File: src/design/nsp_pkg.sv
// Shared constants, types and tables for the nearest scan point block.
`timescale 1ns / 1ps

package nsp_pkg;

    localparam int MAX_POINTS   = 4096;
    localparam int CORDIC_STEPS = 16;

    // Sample index and position counter widths.
    localparam int IDX_W  = $clog2(MAX_POINTS);
    localparam int POS_W  = $clog2(MAX_POINTS + 1);
    localparam int STEP_W = $clog2(CORDIC_STEPS);

    localparam int RANGE_W   = 16;
    localparam int OUT_IDX_W = 12;
    localparam int COORD_W   = 17;
    localparam int CFG_W     = 32;
    localparam int CFG_ADDR_W = 2;

    // Configuration register indexes.
    localparam logic [CFG_ADDR_W-1:0] REG_MIN_RANGE   = 2'd0;
    localparam logic [CFG_ADDR_W-1:0] REG_MAX_RANGE   = 2'd1;
    localparam logic [CFG_ADDR_W-1:0] REG_START_ANGLE = 2'd2;
    localparam logic [CFG_ADDR_W-1:0] REG_ANGLE_STEP  = 2'd3;

    // Inverse CORDIC gain in Q30.
    localparam logic [29:0] INV_GAIN_Q30 = 30'd652032874;
    localparam int COORD_LIMIT = 65535;

    typedef struct packed {
        logic [RANGE_W-1:0] range;
        logic [IDX_W-1:0]   index;
    } t_job;

    // Arctangent of 2^-i in binary angle units.
    function automatic logic [29:0] atan_bau(input logic [4:0] i);
        logic [29:0] v;
        case (i)
            5'd0:  v = 30'd536870912;
            5'd1:  v = 30'd316933406;
            5'd2:  v = 30'd167458907;
            5'd3:  v = 30'd85004756;
            5'd4:  v = 30'd42667331;
            5'd5:  v = 30'd21354465;
            5'd6:  v = 30'd10679838;
            5'd7:  v = 30'd5340245;
            5'd8:  v = 30'd2670163;
            5'd9:  v = 30'd1335087;
            5'd10: v = 30'd667544;
            5'd11: v = 30'd333772;
            5'd12: v = 30'd166886;
            5'd13: v = 30'd83443;
            5'd14: v = 30'd41722;
            5'd15: v = 30'd20861;
            5'd16: v = 30'd10430;
            5'd17: v = 30'd5215;
            5'd18: v = 30'd2608;
            5'd19: v = 30'd1304;
            5'd20: v = 30'd652;
            5'd21: v = 30'd326;
            5'd22: v = 30'd163;
            5'd23: v = 30'd81;
            5'd24: v = 30'd41;
            5'd25: v = 30'd20;
            5'd26: v = 30'd10;
            5'd27: v = 30'd5;
            5'd28: v = 30'd3;
            5'd29: v = 30'd1;
            default: v = 30'd0;
        endcase
        return v;
    endfunction

endpackage

File: src/design/nsp_front.sv
// Front end: screens range samples and tracks the nearest valid one per scan.
`timescale 1ns / 1ps

module nsp_front (
    input  logic                            i_clk,
    input  logic                            i_rst_n,
    input  logic                            i_valid,
    output logic                            o_ready,
    input  logic [nsp_pkg::RANGE_W-1:0]     i_range,
    input  logic                            i_finite,
    input  logic                            i_last,
    input  logic [nsp_pkg::RANGE_W-1:0]     i_min_range,
    input  logic [nsp_pkg::RANGE_W-1:0]     i_max_range,
    input  logic                            i_q_full,
    output logic                            o_push,
    output nsp_pkg::t_job                   o_job
);

    logic [nsp_pkg::RANGE_W-1:0] r_best_range;
    logic [nsp_pkg::IDX_W-1:0]   r_best_index;
    logic                        r_have;
    logic [nsp_pkg::POS_W-1:0]   r_pos;

    logic                        w_accept;
    logic                        w_in_window;
    logic                        w_take;
    logic [nsp_pkg::RANGE_W-1:0] n_best_range;
    logic [nsp_pkg::IDX_W-1:0]   n_best_index;
    logic                        n_have;

    assign o_ready  = !i_q_full;
    assign w_accept = i_valid && o_ready;

    assign w_in_window = r_pos < nsp_pkg::POS_W'(nsp_pkg::MAX_POINTS);
    assign w_take = w_in_window && i_finite && (i_range >= i_min_range)
                    && (i_range <= i_max_range) && (!r_have || i_range < r_best_range);

    assign n_best_range = w_take ? i_range : r_best_range;
    assign n_best_index = w_take ? r_pos[nsp_pkg::IDX_W-1:0] : r_best_index;
    assign n_have       = r_have || w_take;

    // The scan result leaves on the last sample, judged together with it.
    assign o_push      = w_accept && i_last && n_have;
    assign o_job.range = n_best_range;
    assign o_job.index = n_best_index;

    always_ff @(posedge i_clk) begin
        if (!i_rst_n) begin
            r_best_range <= '0;
            r_best_index <= '0;
            r_have       <= 1'b0;
            r_pos        <= '0;
        end else if (w_accept) begin
            if (i_last) begin
                r_best_range <= '0;
                r_best_index <= '0;
                r_have       <= 1'b0;
                r_pos        <= '0;
            end else begin
                r_best_range <= n_best_range;
                r_best_index <= n_best_index;
                r_have       <= n_have;
                if (w_in_window) begin
                    r_pos <= r_pos + 1'b1;
                end
            end
        end
    end

endmodule

File: src/design/nsp_queue.sv
// Two-entry queue of finished scan jobs between the front and back ends.
`timescale 1ns / 1ps

module nsp_queue (
    input  logic          i_clk,
    input  logic          i_rst_n,
    input  logic          i_push,
    input  nsp_pkg::t_job i_job,
    input  logic          i_pop,
    output logic          o_full,
    output logic          o_empty,
    output nsp_pkg::t_job o_job
);

    nsp_pkg::t_job r_mem [2];
    logic          r_wr;
    logic          r_rd;
    logic [1:0]    r_count;

    assign o_full  = r_count == 2'd2;
    assign o_empty = r_count == 2'd0;
    assign o_job   = r_mem[r_rd];

    always_ff @(posedge i_clk) begin
        if (i_push) begin
            r_mem[r_wr] <= i_job;
        end
    end

    always_ff @(posedge i_clk) begin
        if (!i_rst_n) begin
            r_wr    <= 1'b0;
            r_rd    <= 1'b0;
            r_count <= 2'd0;
        end else begin
            if (i_push) begin
                r_wr <= !r_wr;
            end
            if (i_pop) begin
                r_rd <= !r_rd;
            end
            case ({i_push, i_pop})
                2'b10:   r_count <= r_count + 2'd1;
                2'b01:   r_count <= r_count - 2'd1;
                default: r_count <= r_count;
            endcase
        end
    end

endmodule

File: src/design/nsp_back.sv
// Back end: beam angle, iterative CORDIC rotation, rounding and output register.
`timescale 1ns / 1ps

module nsp_back (
    input  logic                        i_clk,
    input  logic                        i_rst_n,
    input  logic                        i_q_empty,
    input  nsp_pkg::t_job               i_job,
    output logic                        o_pop,
    input  logic [31:0]                 i_start_angle,
    input  logic [30:0]                 i_angle_step,
    output logic                        o_valid,
    input  logic                        i_ready,
    output logic [63:0]                 o_data
);

    localparam int CW = 34;
    localparam int PW = nsp_pkg::IDX_W + 31;
    localparam int XW = nsp_pkg::IDX_W + nsp_pkg::OUT_IDX_W;

    typedef enum logic [1:0] {
        ST_IDLE,
        ST_ANGLE,
        ST_ROT,
        ST_ROUND
    } t_state;

    t_state                        r_state;
    logic [nsp_pkg::RANGE_W-1:0]   r_range;
    logic [nsp_pkg::IDX_W-1:0]     r_index;
    logic [PW-1:0]                 r_prod;
    logic [29:0]                   r_xg;
    logic signed [CW-1:0]          r_x;
    logic signed [CW-1:0]          r_y;
    logic signed [CW-1:0]          r_z;
    logic [nsp_pkg::STEP_W-1:0]    r_step;
    logic                          r_out_valid;
    logic [63:0]                   r_out_data;

    logic [31:0]          w_angle;
    logic [31:0]          w_quarter;
    logic                 w_fold;
    logic [31:0]          w_z0;
    logic signed [CW-1:0] w_xg;
    logic signed [CW-1:0] w_dx;
    logic signed [CW-1:0] w_dy;
    logic signed [CW-1:0] w_atan;
    logic [45:0]          w_gain_prod;
    logic                 w_slot_free;
    logic                 w_emit;
    logic [nsp_pkg::COORD_W-1:0] w_px;
    logic [nsp_pkg::COORD_W-1:0] w_py;
    logic [XW-1:0]        w_index_ext;

    // Clamp a Q14 value rounded to millimeters into the output range.
    function automatic logic [nsp_pkg::COORD_W-1:0] to_mm(input logic signed [CW-1:0] q);
        logic signed [CW-1:0] r;
        logic [nsp_pkg::COORD_W-1:0] v;
        r = (q + CW'(8192)) >>> 14;
        if (r > CW'(nsp_pkg::COORD_LIMIT)) begin
            v = nsp_pkg::COORD_W'(nsp_pkg::COORD_LIMIT);
        end else if (r < -CW'(nsp_pkg::COORD_LIMIT)) begin
            v = nsp_pkg::COORD_W'(-nsp_pkg::COORD_LIMIT);
        end else begin
            v = r[nsp_pkg::COORD_W-1:0];
        end
        return v;
    endfunction

    assign o_pop       = (r_state == ST_IDLE) && !i_q_empty;
    assign w_gain_prod = 46'(i_job.range) * 46'(nsp_pkg::INV_GAIN_Q30);

    // Fold the angle into the right half plane; a half turn negates the vector.
    assign w_angle   = i_start_angle + r_prod[31:0];
    assign w_quarter = w_angle + 32'h4000_0000;
    assign w_fold    = w_quarter[31];
    assign w_z0      = w_fold ? (w_angle + 32'h8000_0000) : w_angle;
    assign w_xg      = signed'(CW'(r_xg));

    assign w_dx   = r_y >>> r_step;
    assign w_dy   = r_x >>> r_step;
    assign w_atan = signed'(CW'(nsp_pkg::atan_bau(5'(r_step))));

    assign w_slot_free = !r_out_valid || i_ready;
    assign w_emit      = (r_state == ST_ROUND) && w_slot_free;
    assign w_px        = to_mm(r_x);
    assign w_py        = to_mm(r_y);
    assign w_index_ext = XW'(r_index);

    assign o_valid = r_out_valid;
    assign o_data  = r_out_data;

    always_ff @(posedge i_clk) begin
        if (!i_rst_n) begin
            r_state     <= ST_IDLE;
            r_out_valid <= 1'b0;
            r_step      <= '0;
        end else begin
            if (w_emit) begin
                r_out_valid <= 1'b1;
            end else if (r_out_valid && i_ready) begin
                r_out_valid <= 1'b0;
            end
            unique case (r_state)
                ST_IDLE: begin
                    if (!i_q_empty) begin
                        r_range <= i_job.range;
                        r_index <= i_job.index;
                        r_prod  <= PW'(i_job.index) * PW'(i_angle_step);
                        r_xg    <= w_gain_prod[45:16];
                        r_state <= ST_ANGLE;
                    end
                end
                ST_ANGLE: begin
                    r_x     <= w_fold ? -w_xg : w_xg;
                    r_y     <= '0;
                    r_z     <= signed'({{(CW-32){w_z0[31]}}, w_z0});
                    r_step  <= '0;
                    r_state <= ST_ROT;
                end
                ST_ROT: begin
                    if (!r_z[CW-1]) begin
                        r_x <= r_x - w_dx;
                        r_y <= r_y + w_dy;
                        r_z <= r_z - w_atan;
                    end else begin
                        r_x <= r_x + w_dx;
                        r_y <= r_y - w_dy;
                        r_z <= r_z + w_atan;
                    end
                    r_step <= r_step + 1'b1;
                    if (r_step == nsp_pkg::STEP_W'(nsp_pkg::CORDIC_STEPS - 1)) begin
                        r_state <= ST_ROUND;
                    end
                end
                ST_ROUND: begin
                    if (w_slot_free) begin
                        r_out_data  <= {2'b00, w_index_ext[nsp_pkg::OUT_IDX_W-1:0],
                                        r_range, w_py, w_px};
                        r_state     <= ST_IDLE;
                    end
                end
                default: r_state <= ST_IDLE;
            endcase
        end
    end

endmodule

File: src/design/nearest_scan_point_to_xy.sv
// Top level of the nearest scan point block: registers, front, queue and back end.
//
//  Channel  | Direction | Handshake             | Payload
//  ---------+-----------+-----------------------+------------------------------------------
//  samples  | in        | s_axis tvalid/tready  | tdata range, tuser finite, tlast scan end
//  points   | out       | m_axis tvalid/tready  | tdata x, y, nearest range, nearest index
//  config   | in        | cfg_we                | cfg_addr register, cfg_data value
//
// Samples are taken one per cycle while the queue is not full; the front end does one compare and update each.
// Each scan with a valid sample passes through the back end's angle, rotation and rounding states
// one at a time in the single iterative CORDIC unit; up to two finished scans wait in the queue.
// The sample input stalls only while that queue is full.
// Reset is synchronous and active low and clears the scan state, the queue and the output.
`timescale 1ns / 1ps

module nearest_scan_point_to_xy (
    input  logic                              i_clk,
    input  logic                              i_rst_n,
    input  logic                              i_s_axis_tvalid,
    output logic                              o_s_axis_tready,
    input  logic [15:0]                       i_s_axis_tdata,  // range_sample
    input  logic                              i_s_axis_tuser,  // sample_finite
    input  logic                              i_s_axis_tlast,
    output logic                              o_m_axis_tvalid,
    input  logic                              i_m_axis_tready,
    // point_x[16:0], point_y[33:17], nearest_range[49:34], nearest_index[61:50], zero pad
    output logic [63:0]                       o_m_axis_tdata,
    input  logic                              i_cfg_we,
    input  logic [nsp_pkg::CFG_ADDR_W-1:0]    i_cfg_addr,
    input  logic [nsp_pkg::CFG_W-1:0]         i_cfg_data
);

    logic [15:0]   r_min_range;
    logic [15:0]   r_max_range;
    logic [31:0]   r_start_angle;
    logic [30:0]   r_angle_step;

    logic          w_push;
    logic          w_pop;
    logic          w_full;
    logic          w_empty;
    nsp_pkg::t_job w_push_job;
    nsp_pkg::t_job w_head_job;

    always_ff @(posedge i_clk) begin
        if (!i_rst_n) begin
            r_min_range   <= 16'd0;
            r_max_range   <= 16'hFFFF;
            r_start_angle <= 32'd0;
            r_angle_step  <= 31'd0;
        end else if (i_cfg_we) begin
            unique case (i_cfg_addr)
                nsp_pkg::REG_MIN_RANGE:   r_min_range   <= i_cfg_data[15:0];
                nsp_pkg::REG_MAX_RANGE:   r_max_range   <= i_cfg_data[15:0];
                nsp_pkg::REG_START_ANGLE: r_start_angle <= i_cfg_data[31:0];
                nsp_pkg::REG_ANGLE_STEP:  r_angle_step  <= i_cfg_data[30:0];
                default: ;
            endcase
        end
    end

    nsp_front u_front (
        .i_clk       (i_clk),
        .i_rst_n     (i_rst_n),
        .i_valid     (i_s_axis_tvalid),
        .o_ready     (o_s_axis_tready),
        .i_range     (i_s_axis_tdata),
        .i_finite    (i_s_axis_tuser),
        .i_last      (i_s_axis_tlast),
        .i_min_range (r_min_range),
        .i_max_range (r_max_range),
        .i_q_full    (w_full),
        .o_push      (w_push),
        .o_job       (w_push_job)
    );

    nsp_queue u_queue (
        .i_clk   (i_clk),
        .i_rst_n (i_rst_n),
        .i_push  (w_push),
        .i_job   (w_push_job),
        .i_pop   (w_pop),
        .o_full  (w_full),
        .o_empty (w_empty),
        .o_job   (w_head_job)
    );

    nsp_back u_back (
        .i_clk         (i_clk),
        .i_rst_n       (i_rst_n),
        .i_q_empty     (w_empty),
        .i_job         (w_head_job),
        .o_pop         (w_pop),
        .i_start_angle (r_start_angle),
        .i_angle_step  (r_angle_step),
        .o_valid       (o_m_axis_tvalid),
        .i_ready       (i_m_axis_tready),
        .o_data        (o_m_axis_tdata)
    );

endmodule
File: config.mk
export PLATFORM = sky130hd
export DESIGN_NAME = nearest_scan_point_to_xy
export DESIGN_NICKNAME = d
export VERILOG_FILES = /design/src/design/nsp_pkg.sv /design/src/design/nsp_front.sv /design/src/design/nsp_queue.sv /design/src/design/nsp_back.sv /design/src/design/nearest_scan_point_to_xy.sv
export SDC_FILE = /design/constraint.sdc
export NUM_CORES = 2
export LEC_CHECK = 0
export ABC_AREA = 1
export BUFFER_PORTS_ARGS = -buffer_cell sky130_fd_sc_hd__buf_2
export CAP_MARGIN = 30
export CORE_MARGIN = 3
export CORE_UTILIZATION = 55
export CTS_CLUSTER_DIAMETER = 80
export DETAILED_ROUTE_END_ITERATION = 10
export GPL_TIMING_DRIVEN = 0
export PLACE_DENSITY = 0.73
export SYNTH_ARGS = -nofsm -noshare
export SYNTH_HDL_FRONTEND = slang
export SYNTH_SLANG_ARGS = --single-unit
File: constraint.sdc
create_clock -name i_clk -period 24.6 [get_ports i_clk]
set_clock_uncertainty 0.05 [all_clocks]
set_input_delay 4.92 -clock i_clk [delete_from_list [all_inputs] [get_ports i_clk]]
set_output_delay 4.92 -clock i_clk [all_outputs]
set_load 0.01 [all_outputs]
# ---- Yosys cells after proc, flatten, opt, wreduce, memory -nomap -nowiden
# Memories as Yosys holds them, arrays and structs flattened. A register that Yosys moved wholly into a read port is not among the register bits.
# Cells that the tools add are included.
dict set report op_classes {
  add_sub_neg 16
  n_shift 2
  reduce_logical 37
  n_mux 31
  multipliers 2
  n_eq_ne 13
  n_bitwise 1
  magnitude_cmp 8
}
# cell n
set ops {}
lappend ops {{$pmux 34 s2} 3}
lappend ops {{$mux 34} 4}
lappend ops {{$add 34x15->34 const B} 2}
lappend ops {{$add 34x34->34} 2}
lappend ops {{$sshr 34x4->34} 2}
lappend ops {{$sub 34x34->34} 2}
lappend ops {{$mul 16x29->45 const B} 1}
lappend ops {{$gt 20x17->1 const B} 2}
lappend ops {{$lt 20x17->1 const B} 2}
lappend ops {{$add 34x31->34} 1}
lappend ops {{$mux 17} 2}
lappend ops {{$neg 30->34} 1}
lappend ops {{$sub 34x31->34} 1}
lappend ops {{$add 32x31->32 const B} 1}
lappend ops {{$add 32x32->32} 1}
lappend ops {{$add 32x32->32 const B} 1}
lappend ops {{$mul 12x31->32} 1}
lappend ops {{$mux 16} 2}
lappend ops {{$mux 32} 1}
lappend ops {{$mux 13} 2}
lappend ops {{$mux 12} 2}
lappend ops {{$ge 16x16->1} 1}
lappend ops {{$le 16x16->1} 1}
lappend ops {{$lt 16x16->1} 1}
lappend ops {{other kinds (25)} 71}
dict set report totals {
  ff_bits 402
  word_cells 138
  out_inout_bits 66
  ramBits 56
  romBits 480
  mem_count 2
}
# memory words width rd rd_ports_with_merged_regs write_ports line_no
set mem_list {}
lappend mem_list {{(no name shown)} 16 30 1 1 0 nsp_pkg.sv:38} ;# case (i)
lappend mem_list {u_queue.r_mem 2 28 1 1 1 nsp_queue.sv:15} ;# nsp_pkg::t_job r_mem [2];

# ---- Longest topological paths before layout
dict set report depth {
  word_depth 9
  ltp_mapped 34
}

# ---- By module
# From an unflattened synthesis, not the netlist that was laid out.
dict set report hier_totals {
  hier_cells 7025
  hier_area_um2 52566.7
}
# mod cells_per_inst area_per_inst_um2 seq_area_each_um2 n_inst
set by_module_without_submodules {}
lappend by_module_without_submodules {nsp_back 5776 42690.9 8368.0 1}
lappend by_module_without_submodules {nearest_scan_point_to_xy 580 3873.7 1901.8 1}
lappend by_module_without_submodules {nsp_front 547 3652.3 840.8 1}
lappend by_module_without_submodules {nsp_queue 122 2349.8 1781.7 1}

# ---- Least setup slack after synthesis
# No wires, ideal clock.
dict set report synth_path {
  kind {input port to flip-flop}
  start {in i_rst_n}
  end {reg u_back.r_index[0] in the netlist's numbering, enable pin}
  cell_stages 2
  setup_slack_ns 12.650
  setup_ns 0.649
  required_time_ns 23.901
  arrival_time_ns 11.251
  path_buffers 0
  cell_sequence {clkinv_1 -> nor3_1}
}
dict set report synth_between {
  elab_chain_len 1
}
# element line_no
set synth_lines {}
lappend synth_lines {{start: declaration} nearest_scan_point_to_xy.sv:18} ;# input logic i_rst_n,
lappend synth_lines {{$reduce_and 3->1 (no line)} n/a}
lappend synth_lines {{end signal: assignment} nsp_back.sv:108} ;# r_index <= i_job.index;
lappend synth_lines {{end: declaration} nsp_back.sv:30} ;# logic [nsp_pkg::IDX_W-1:0] r_index;
# No other way between the ends.
# A chain may end at the register's enable or synchronous reset.

==> results.yml <==
clock_tree:
  clock_path_buffers: 3
  cts_tree: "built"
  htree_levels: 2
  root_buffer: "clkbuf_16"
  cts_sinks: 489
  ctsHoldBuffers: 0
  clkTransAtPathRegs_ns: 0.06
  clk_latency_ns: 0.70
  cts_buffers: 58
  cts_resized: 0
  post_cts_buffers: 0
sta:
  period_minus_slack_ns: 7.853
  relSlewSlack_pct: 32.81
  clock.fmax_mhz: 127.3
  slew_viol_final: 0
  post-route-period-util_pct: 31.92
  rsz0062_at_grt: "false"
  tns_ns: 0
  hold_viol: 0
  worstMarginPinSlew_ns: 1.008
  setup_viol: 0
floorplanning:
  die_x_um: 310.9
  io_pins: 123
  rows: 111
  die_y_um: 310.9
  start_util_pct: 55.62
  dieArea_um2: 96670
  core-area_um2: 91940
route:
  dr_wl_met2_um: 70680
  antenna_left: 0
  viasPerCell: 5.658
  drt-met1-wl_um: 69660
  via_count: 46398
  drc: 0
  top_layer: "met5"
  drt_iter0_drc: 4405
  wl_met3_um: 16480
  first_pass_iters: 6
  routed_wl_um: 165500
  wire_per_inst_um: 20.18
synth:
  synth_top_flop_cell: "edfxtp_1"
  synth_largest_area_cell: "edfxtp_1"
  yosysWarnings: 0
  synth-edff-count: 310
  synth_top_area_share_pct: 18.20
  netlist_area_um2: 51140
  syn-mean-instance-area_um2: 7.630
  async_reset_ff_share_pct: 0
  synthCells: 6702
  synth.area.top_cells: "edfxtp_1, fa_1, nand2_1, ha_1, inv_1"
  ys_seq_area_share_pct: 25.21
  yosysMostFrequentCell: "nand2_1"
  synthDistinctLibCells: 63
  synth_seq_cells: 489
  synthTopCellsByCount: "nand2_1, inv_1, nand3_1"
cells_and_area:
  multiInputGateArea_um2: 33050
  nets: 7780
  synthToLayoutAreaGrowth_pct: 8.754
  final-seq-area_um2: 12890
  drive_gt1_share_pct: 5.839
  fill_cells: 8433
critical_path:
  critPathKind: "reg2reg"
  cp_max_fo: 10
  start_kind: "flip-flop"
  cp.arrival_ns: 8.20
  critPathCaptureType: "flip-flop"
  cp.required_ns: 24.95
global_route:
  antenna_found_initial: 6
  grt_pass1_vias: 45026
  grt_use_total_pct: 33.77
  grt_first_pass_wirelength_um: 255000
  grt_max_degree: 65
  overflow: 0
place:
  place_congestion: 1.025
  numPortBuffers: 120
  dp_hpwl_um: 133800
run:
  max_cap_violations: 0
min_path:
  hold_class: "reg2reg"
status:
  outcome: "complete, no violations"
## state kept, by name, summed over array words and instances, names as in the netlist, 30 cells and up, named ones only
register and count:
r_angle_step 31, u_back.r_x 34, u_back.r_xg 30, u_back.r_z 34
u_back.o_data 62, u_back.w_atan 30, u_queue.r_mem 56, u_back.r_prod 32
r_start_angle 32, u_back.r_y 34
## per-layer routing
layer | vias up | GRT usage [%]
met5 | - | 0.6917
met4 | 2 | 15.33
met3 | 368 | 6.693
met2 | 2141 | 51.57
met1 | 21815 | 46.47
li1 | 22072 | -
## path summary, 6_finish.rpt
check                                   start                           to  slack (ns)  cells past startpoint
setup / recovery                    flip-flop    u_back.r_xg[23]$_DFFE_PP_       16.75                     27
hold / removal    u_back.r_range[0]$_DFFE_PP_  u_back.o_data[34]$_DFFE_PP_        0.36                      0
setup reg to reg                    flip-flop    u_back.r_xg[23]$_DFFE_PP_       16.75                     27
hold reg to reg   u_back.r_range[0]$_DFFE_PP_  u_back.o_data[34]$_DFFE_PP_        0.36                      0
## metrics by stage
stage	cell area [µm²]	hold WS, ns	utilization [%]	cells	worst slack (ns)
after floorplan	51140	0.3503	-	6703	12.65
after global placement	53300	0.3547	57.97	8066	8.804
after detailed placement	53600	0.3555	58.29	8087	16.27
after CTS	55600	0.3725	60.48	8196	16.71
after global routing	55600	0.3775	60.48	8196	16.23
final	55620	0.3639	60.49	8201	16.75
## cells by family (layout without fill, tap and decap cells)
kind of cell | after synthesis | count (layout) | synth area share (%)
buf+inv | 1353 | 1603 | 10.21
xor+xnor | 255 | 255 | 4.367
fa+ha+maj | 819 | 819 | 26.15
other cells | 1 | 7 | 0.007333
flops | 489 | 489 | 25.21
simple gates | 2720 | 2720 | 22.66
mux | 1 | 1 | 0.02202
compound gates | 1064 | 1064 | 11.38
## worst max-delay path, cell delays in order, from the launching register on
cell      delay (ns)
dfxtp_1         0.30
buf_2           0.21
inv_1           0.12
clkbuf_1        0.27
clkbuf_1        0.30
or2_2           0.33
o21ai_0         0.24
inv_1           0.41
fa_1            0.67
inv_1           0.07
fa_1            0.51
inv_1           0.07
fa_1            0.50
fa_1            0.52
fa_1            0.50
inv_1           0.05
fa_1            0.48
inv_1           0.05
ha_1            0.36
nand2_1         0.11
nor4_1          0.36
nand2_1         0.08
o211ai_1        0.31
nand2_1         0.09
nand2_1         0.13
a21oi_1         0.12
o21ai_0         0.24
xor2_1          0.12
## final cells by class
cell class | instances | share of cell area (%)
diodes | 5 | 0.02250
clock inverters | 29 | 0.5714
multi-input cells | 4861 | 59.42
plain buffers | 205 | 1.636
flip-flops and latches | 489 | 23.18
clock buffers | 80 | 3.037
well taps | 1243 | 2.796
repair buffers | 141 | 1.579
inverters | 1148 | 7.755
## layout by cell type (no fill, tap or decap), types with 42 or more instances in the layout
cell type	synthesis	routed
clkbuf_1	112	123
nor3_1	63	61
ha_1	403	403
a21oi_1	500	500
nor2_1	513	512
buf_1	42	42
fa_1	416	416
o21ai_0	350	349
nand4_1	47	47
clkbuf_16	0	62
nand3_1	516	516
edfxtp_1	310	310
dfxtp_1	179	179
inv_1	1130	1129
nand2_1	1401	1401
buf_2	34	155
xnor2_1	85	85
xor2_1	170	170
Power is not shown: default switching activity piles up to over one toggle a cycle in this logic, so the estimate is an artifact.
